--- src/design/bedc_pkg.sv ---
// Shared types and codes for the bounded edit distance check.
// Used by bedc_ctrl, bedc_dp, bounded_edit_distance_check, bedc_checker and the testbench; no dependencies.
`timescale 1ns / 1ps

package bedc_pkg;

    typedef enum logic [1:0] {
        OP_CLEAR  = 2'd0,
        OP_TARGET = 2'd1,
        OP_SOURCE = 2'd2,
        OP_FINISH = 2'd3
    } op_t;

    typedef enum logic [6:0] {
        ST_INIT   = 7'b0000001,
        ST_CLR    = 7'b0000010,
        ST_IDLE   = 7'b0000100,
        ST_BUILD  = 7'b0001000,
        ST_STEP   = 7'b0010000,
        ST_VERD   = 7'b0100000,
        ST_REPORT = 7'b1000000
    } state_t;

    typedef enum logic [1:0] {
        MODE_CLEAR   = 2'd0,
        MODE_STEP    = 2'd1,
        MODE_VERDICT = 2'd2
    } mode_t;

    typedef struct packed {
        logic clear;
        logic capture;
        logic tgt_store;
        logic set_ovf;
        logic build_start;
        logic step_start;
        logic verd_start;
        logic load_result;
    } cmd_t;

    typedef struct packed {
        logic built;
        logic tgt_full;
        logic src_full;
        logic ovf;
        logic build_done;
        logic sweep_done;
        logic busy;
    } status_t;

endpackage

--- src/design/bedc_ctrl.sv ---
// Controller state machine for the bounded edit distance check.
// Depends on bedc_pkg; drives bedc_dp through command and status structs.
`timescale 1ns / 1ps

module bedc_ctrl
(
    input  logic               clk,
    input  logic               rst_n,
    input  logic               in_valid,
    output logic               in_ready,
    input  logic [1:0]         operation,
    output logic               out_valid,
    input  logic               out_ready,
    input  bedc_pkg::status_t  st,
    output bedc_pkg::cmd_t     cmd
);

    bedc_pkg::state_t state_reg;
    bedc_pkg::state_t state_next;
    logic             out_valid_reg;
    logic             out_valid_next;

    always_comb
    begin
        state_next = state_reg;
        cmd        = '0;
        unique case (state_reg)
            bedc_pkg::ST_INIT:
            begin
                cmd.clear  = 1'b1;
                state_next = bedc_pkg::ST_CLR;
            end
            bedc_pkg::ST_CLR:
            begin
                if (st.sweep_done)
                begin
                    state_next = bedc_pkg::ST_IDLE;
                end
            end
            bedc_pkg::ST_IDLE:
            begin
                if (in_valid)
                begin
                    cmd.capture = 1'b1;
                    unique case (bedc_pkg::op_t'(operation))
                        bedc_pkg::OP_CLEAR:
                        begin
                            cmd.clear  = 1'b1;
                            state_next = bedc_pkg::ST_CLR;
                        end
                        bedc_pkg::OP_TARGET:
                        begin
                            if (!st.built)
                            begin
                                if (st.tgt_full)
                                begin
                                    cmd.set_ovf = 1'b1;
                                end
                                else
                                begin
                                    cmd.tgt_store = 1'b1;
                                end
                            end
                        end
                        bedc_pkg::OP_SOURCE:
                        begin
                            if (st.src_full)
                            begin
                                cmd.set_ovf = 1'b1;
                            end
                            else if (!st.built)
                            begin
                                cmd.build_start = 1'b1;
                                state_next      = bedc_pkg::ST_BUILD;
                            end
                            else
                            begin
                                cmd.step_start = 1'b1;
                                state_next     = bedc_pkg::ST_STEP;
                            end
                        end
                        bedc_pkg::OP_FINISH:
                        begin
                            if (st.ovf)
                            begin
                                state_next = bedc_pkg::ST_REPORT;
                            end
                            else
                            begin
                                cmd.verd_start = 1'b1;
                                state_next     = bedc_pkg::ST_VERD;
                            end
                        end
                    endcase
                end
            end
            bedc_pkg::ST_BUILD:
            begin
                if (st.build_done)
                begin
                    cmd.step_start = 1'b1;
                    state_next     = bedc_pkg::ST_STEP;
                end
            end
            bedc_pkg::ST_STEP:
            begin
                if (st.sweep_done)
                begin
                    state_next = bedc_pkg::ST_IDLE;
                end
            end
            bedc_pkg::ST_VERD:
            begin
                if (st.sweep_done)
                begin
                    state_next = bedc_pkg::ST_REPORT;
                end
            end
            bedc_pkg::ST_REPORT:
            begin
                if (!out_valid_reg || out_ready)
                begin
                    cmd.load_result = 1'b1;
                    state_next      = bedc_pkg::ST_IDLE;
                end
            end
            default:
            begin
                state_next = bedc_pkg::ST_INIT;
            end
        endcase
    end

    // A new result takes precedence over the transfer of the old one.
    always_comb
    begin
        out_valid_next = out_valid_reg;
        if (cmd.load_result)
        begin
            out_valid_next = 1'b1;
        end
        else if (out_ready)
        begin
            out_valid_next = 1'b0;
        end
    end

    always_ff @(posedge clk or negedge rst_n)
    begin
        if (!rst_n)
        begin
            state_reg     <= bedc_pkg::ST_INIT;
            out_valid_reg <= 1'b0;
        end
        else
        begin
            state_reg     <= state_next;
            out_valid_reg <= out_valid_next;
        end
    end

    assign in_ready  = (state_reg == bedc_pkg::ST_IDLE);
    assign out_valid = out_valid_reg;

endmodule

--- config.mk ---
export PLATFORM = sky130hd
export DESIGN_NAME = bedc_ctrl
export DESIGN_NICKNAME = d
export VERILOG_FILES = /design/src/design/bedc_pkg.sv /design/src/design/bedc_ctrl.sv
export SDC_FILE = /design/constraint.sdc
export NUM_CORES = 1
export LEC_CHECK = 0
export ABC_AREA = 0
export BUFFER_PORTS_ARGS = -buffer_cell sky130_fd_sc_hd__buf_2
export CAP_MARGIN = 10
export CORE_MARGIN = 2
export CORE_UTILIZATION = 53
export CTS_CLUSTER_DIAMETER = 50
export DETAILED_ROUTE_END_ITERATION = 7
export GPL_TIMING_DRIVEN = 1
export PLACE_DENSITY = 0.91
export SYNTH_ARGS = -nofsm -noshare
export SYNTH_HDL_FRONTEND = slang
export SYNTH_SLANG_ARGS = --single-unit
--- constraint.sdc ---
create_clock -name clk -period 3 [get_ports clk]
set_input_delay 0.45 -clock clk [delete_from_list [all_inputs] [get_ports clk]]
set_output_delay 0.45 -clock clk [all_outputs]
set_load 0.03 [all_outputs]
==> flow_summary.json <==
{
  "worstHoldPathType": "in2async",
  "cts_resized": 0,
  "hold_violations": 0,
  "post_cts.repair.setup_buffers": 0,
  "power.density_mw_per_mm2": 649,
  "syn-num-nets": 110,
  "drv_slew": 0,
  "cts_tree": "yes",
  "slew_headroom_pct": 49.4,
  "die_w_um": 41.7,
  "worstSetupPathType": "reg2out",
  "syn_inst": 93,
  "fmax_mhz": 377,
  "die_height_um": 41.7,
  "cpLargestDelayFamily": "simple AND/OR/NAND/NOR gates",
  "drt-pass1-iter-count": 4,
  "slowest_delay_ns": 0.61,
  "ioPinCount": 23,
  "grt.overflow.total": 0,
  "ant_nets": 0,
  "numCtsBuffers": 3,
  "viasPerCell": 6.06,
  "muxShareOfSynthArea_pct": 0,
  "p_comb_share_pct": 49.4,
  "grt_use_total_pct": 21.9,
  "drive_above_1_share_pct": 26.1,
  "sequentialPowerShare_pct": 35.1,
  "synth_top_family_by_area": "simple AND/OR/NAND/NOR gates",
  "ys_async_sr_fraction_pct": 100,
  "synth-adder-area-share_pct": 6.64,
  "htree_num_levels": 1,
  "vias": 763,
  "grt_pass1_vias": 741,
  "peakVddDrop_mv": 0.510,
  "wl_um": 1730,
  "skew_ns": 0.00363,
  "synth_area_um2": 753,
  "cts-root-buf": "clkbuf_4",
  "clock-sinks": 8,
  "cp_max_fo": 10,
  "tightest_slew_ns": 0.749,
  "clk_pin_slew_ns": 0.05,
  "required_ns": 2.55,
  "final.min_clock_period_ns": 2.66,
  "cts_max_path_buffers": 2,
  "crit_chain": "or4_4 > nor3_4 > nand2_2 > nor4b_2 > buf_2",
  "rows": 13,
  "hpwl_um": 1380,
  "n_antenna_cell": 0,
  "switching_share_pct": 45.7,
  "fin_hold_ws_ns": 0.0242,
  "synthSimpleGateAreaFrac_pct": 34.1,
  "gp_congestion": 0.830,
  "initial_core_util_pct": 57.2,
  "drv_cap": 0,
  "ctsHoldBuffers": 0,
  "synth-seq-cells": 8,
  "ys_types": 37,
  "rsz0062_at_grt": "false",
  "areaGrowthSynthToFinish_pct": 13.8,
  "critPathSlowestCell": "or4_4",
  "cellLeakagePower_nw": 0.416,
  "largest_reg_flops": 7,
  "drt-initial-drc-count": 19,
  "antenna_found_initial": 0,
  "synth_xor_area_share_pct": 3.49,
  "setup_viol": 0,
  "layout.nets": 129,
  "tns_ns": 0,
  "port_buffers": 21,
  "grt_pass1_wl_um": 2970,
  "synth_compound_area_share_pct": 19.4,
  "cp_num_buf_inv": 1,
  "drc": 0,
  "synth_warnings": 0,
  "cp-end-kind": "output pin",
  "power.switching_uw": 254,
  "status": "finished clean",
  "core_region_area_mm2": 0.00132,
  "wl_per_cell_um": 13.7,
  "clk_latency_ns": 0.25,
  "clockPowerShare_pct": 15.5,
  "die_area_mm2": 0.00174,
  "crit_arrival_ns": 2.21,
  "fill_cells": 132,
  "critPathLaunchType": "register",
  "synth_edf_count": 0,
  "syn_area_per_cell_um2": 8.10,
  "ys.flop_type": "dfrtp_1",
  "p_int_uw": 302,
  "grt_max_degree": 12,
  "yosysSeqAreaShare_pct": 26.7,
  "post-route-period-util_pct": 88.5
}
==> logic make-up after synthesis <==
group / Yosys count
simple gates: 42
xor+xnor: 3
fa+ha+maj: 4
compound gates: 22
flops: 8
buf+inv: 14
==> cells in the mapped netlist (2+ instances only) <==
| master | n | share of area (%) |
|---|---|---|
| nand3_1 | 3 | 2.0 |
| a21oi_1 | 3 | 2.0 |
| nor2_1 | 6 | 3.0 |
| xor2_1 | 2 | 2.3 |
| buf_4 | 2 | 2.0 |
| nand4_1 | 2 | 1.7 |
| nor3_1 | 6 | 4.0 |
| nand2_1 | 5 | 2.5 |
| ha_1 | 4 | 6.6 |
| inv_1 | 7 | 3.5 |
| dfrtp_1 | 7 | 23 |
| and3_1 | 2 | 1.7 |
| a32o_1 | 2 | 2.7 |
| buf_2 | 4 | 2.7 |
| o22ai_1 | 2 | 1.7 |
| o21ai_0 | 8 | 5.3 |
| nand2b_1 | 4 | 3.3 |
| nor4b_1 | 2 | 2.3 |
| nor2b_1 | 4 | 3.3 |
==> power by group through the flow <==
stage / Clock [mW] / Sequential [mW] / Combinational, mW
after floorplan: 0 / 0.142 / 0.268
after global placement: 0 / 0.191 / 0.267
after detailed placement: 0 / 0.195 / 0.274
after CTS: 0.0898 / 0.193 / 0.276
after global routing: 0.0945 / 0.201 / 0.306
final: 0.0862 / 0.195 / 0.275
==> path summary, 6_finish.rpt <==
check | start | endpoint | slack [ns] | depth (start not counted)
setup / recovery | state_reg[4] | cmd[5] | 0.34 | 5
hold / removal | rst_n | state_reg[5] | 0.02 | 1
setup reg to reg | state_reg[3] | state_reg[1] | 1.14 | 3
hold reg to reg | state_reg[3] | state_reg[6] | 0.67 | 1
max in group asynchronous | rst_n | state_reg[0] | 2.74 | 1
min in group clk | st[1] | state_reg[2] | 0.51 | 3
==> cells in the final DEF (no fill, tap or decap), types with 2 or more instances in the layout <==
| master | instances |
|---|---|
| inv_1 | 7 |
| o21ai_0 | 8 |
| xor2_1 | 2 |
| ha_1 | 4 |
| nor3_1 | 6 |
| a21oi_1 | 3 |
| clkbuf_4 | 3 |
| nand2b_1 | 4 |
| nor2_1 | 6 |
| nor4b_1 | 2 |
| nor2b_1 | 4 |
| dfrtp_1 | 7 |
| nand3_1 | 3 |
| nand2_1 | 5 |
| and3_1 | 2 |
| o22ai_1 | 2 |
| buf_2 | 21 |
| a32o_1 | 2 |
| nand4_1 | 2 |
==> stage by stage <==
stage	power, mW	worst slack, ns	area (um^2)	std cells	util [%]
2_1_floorplan	0.411	0.267	753	93	-
3_3_place_gp	0.458	0.666	831	122	63.1
3_5_place_dp	0.469	0.623	831	122	63.1
4_1_cts	0.559	0.330	857	126	65.1
5_1_grt	0.602	0.240	857	126	65.1
6_report	0.556	0.345	857	126	65.1
==> layout make-up <==
type / count / area, um^2 / area share (%)
Multi-Input combinational cell: 71 / 479 / 55.9
Sequential cell: 8 / 201 / 23.5
Tap cell: 15 / 18.8 / 2.19
Clock buffer: 4 / 26.3 / 3.07
Timing Repair Buffer: 21 / 105 / 12.3
Inverter: 7 / 26.3 / 3.07
==> per-layer routing <==
metal / share of wire, % / track usage [%] / up-vias
met5: 0 / 0 / -
li1: - / - / 371
met2: 50 / 37.2 / 30
met1: 43 / 26.7 / 362
met3: 6.2 / 8.26 / 0
met4: 0 / 3.87 / 0
(Power assumes the default switching activity.)
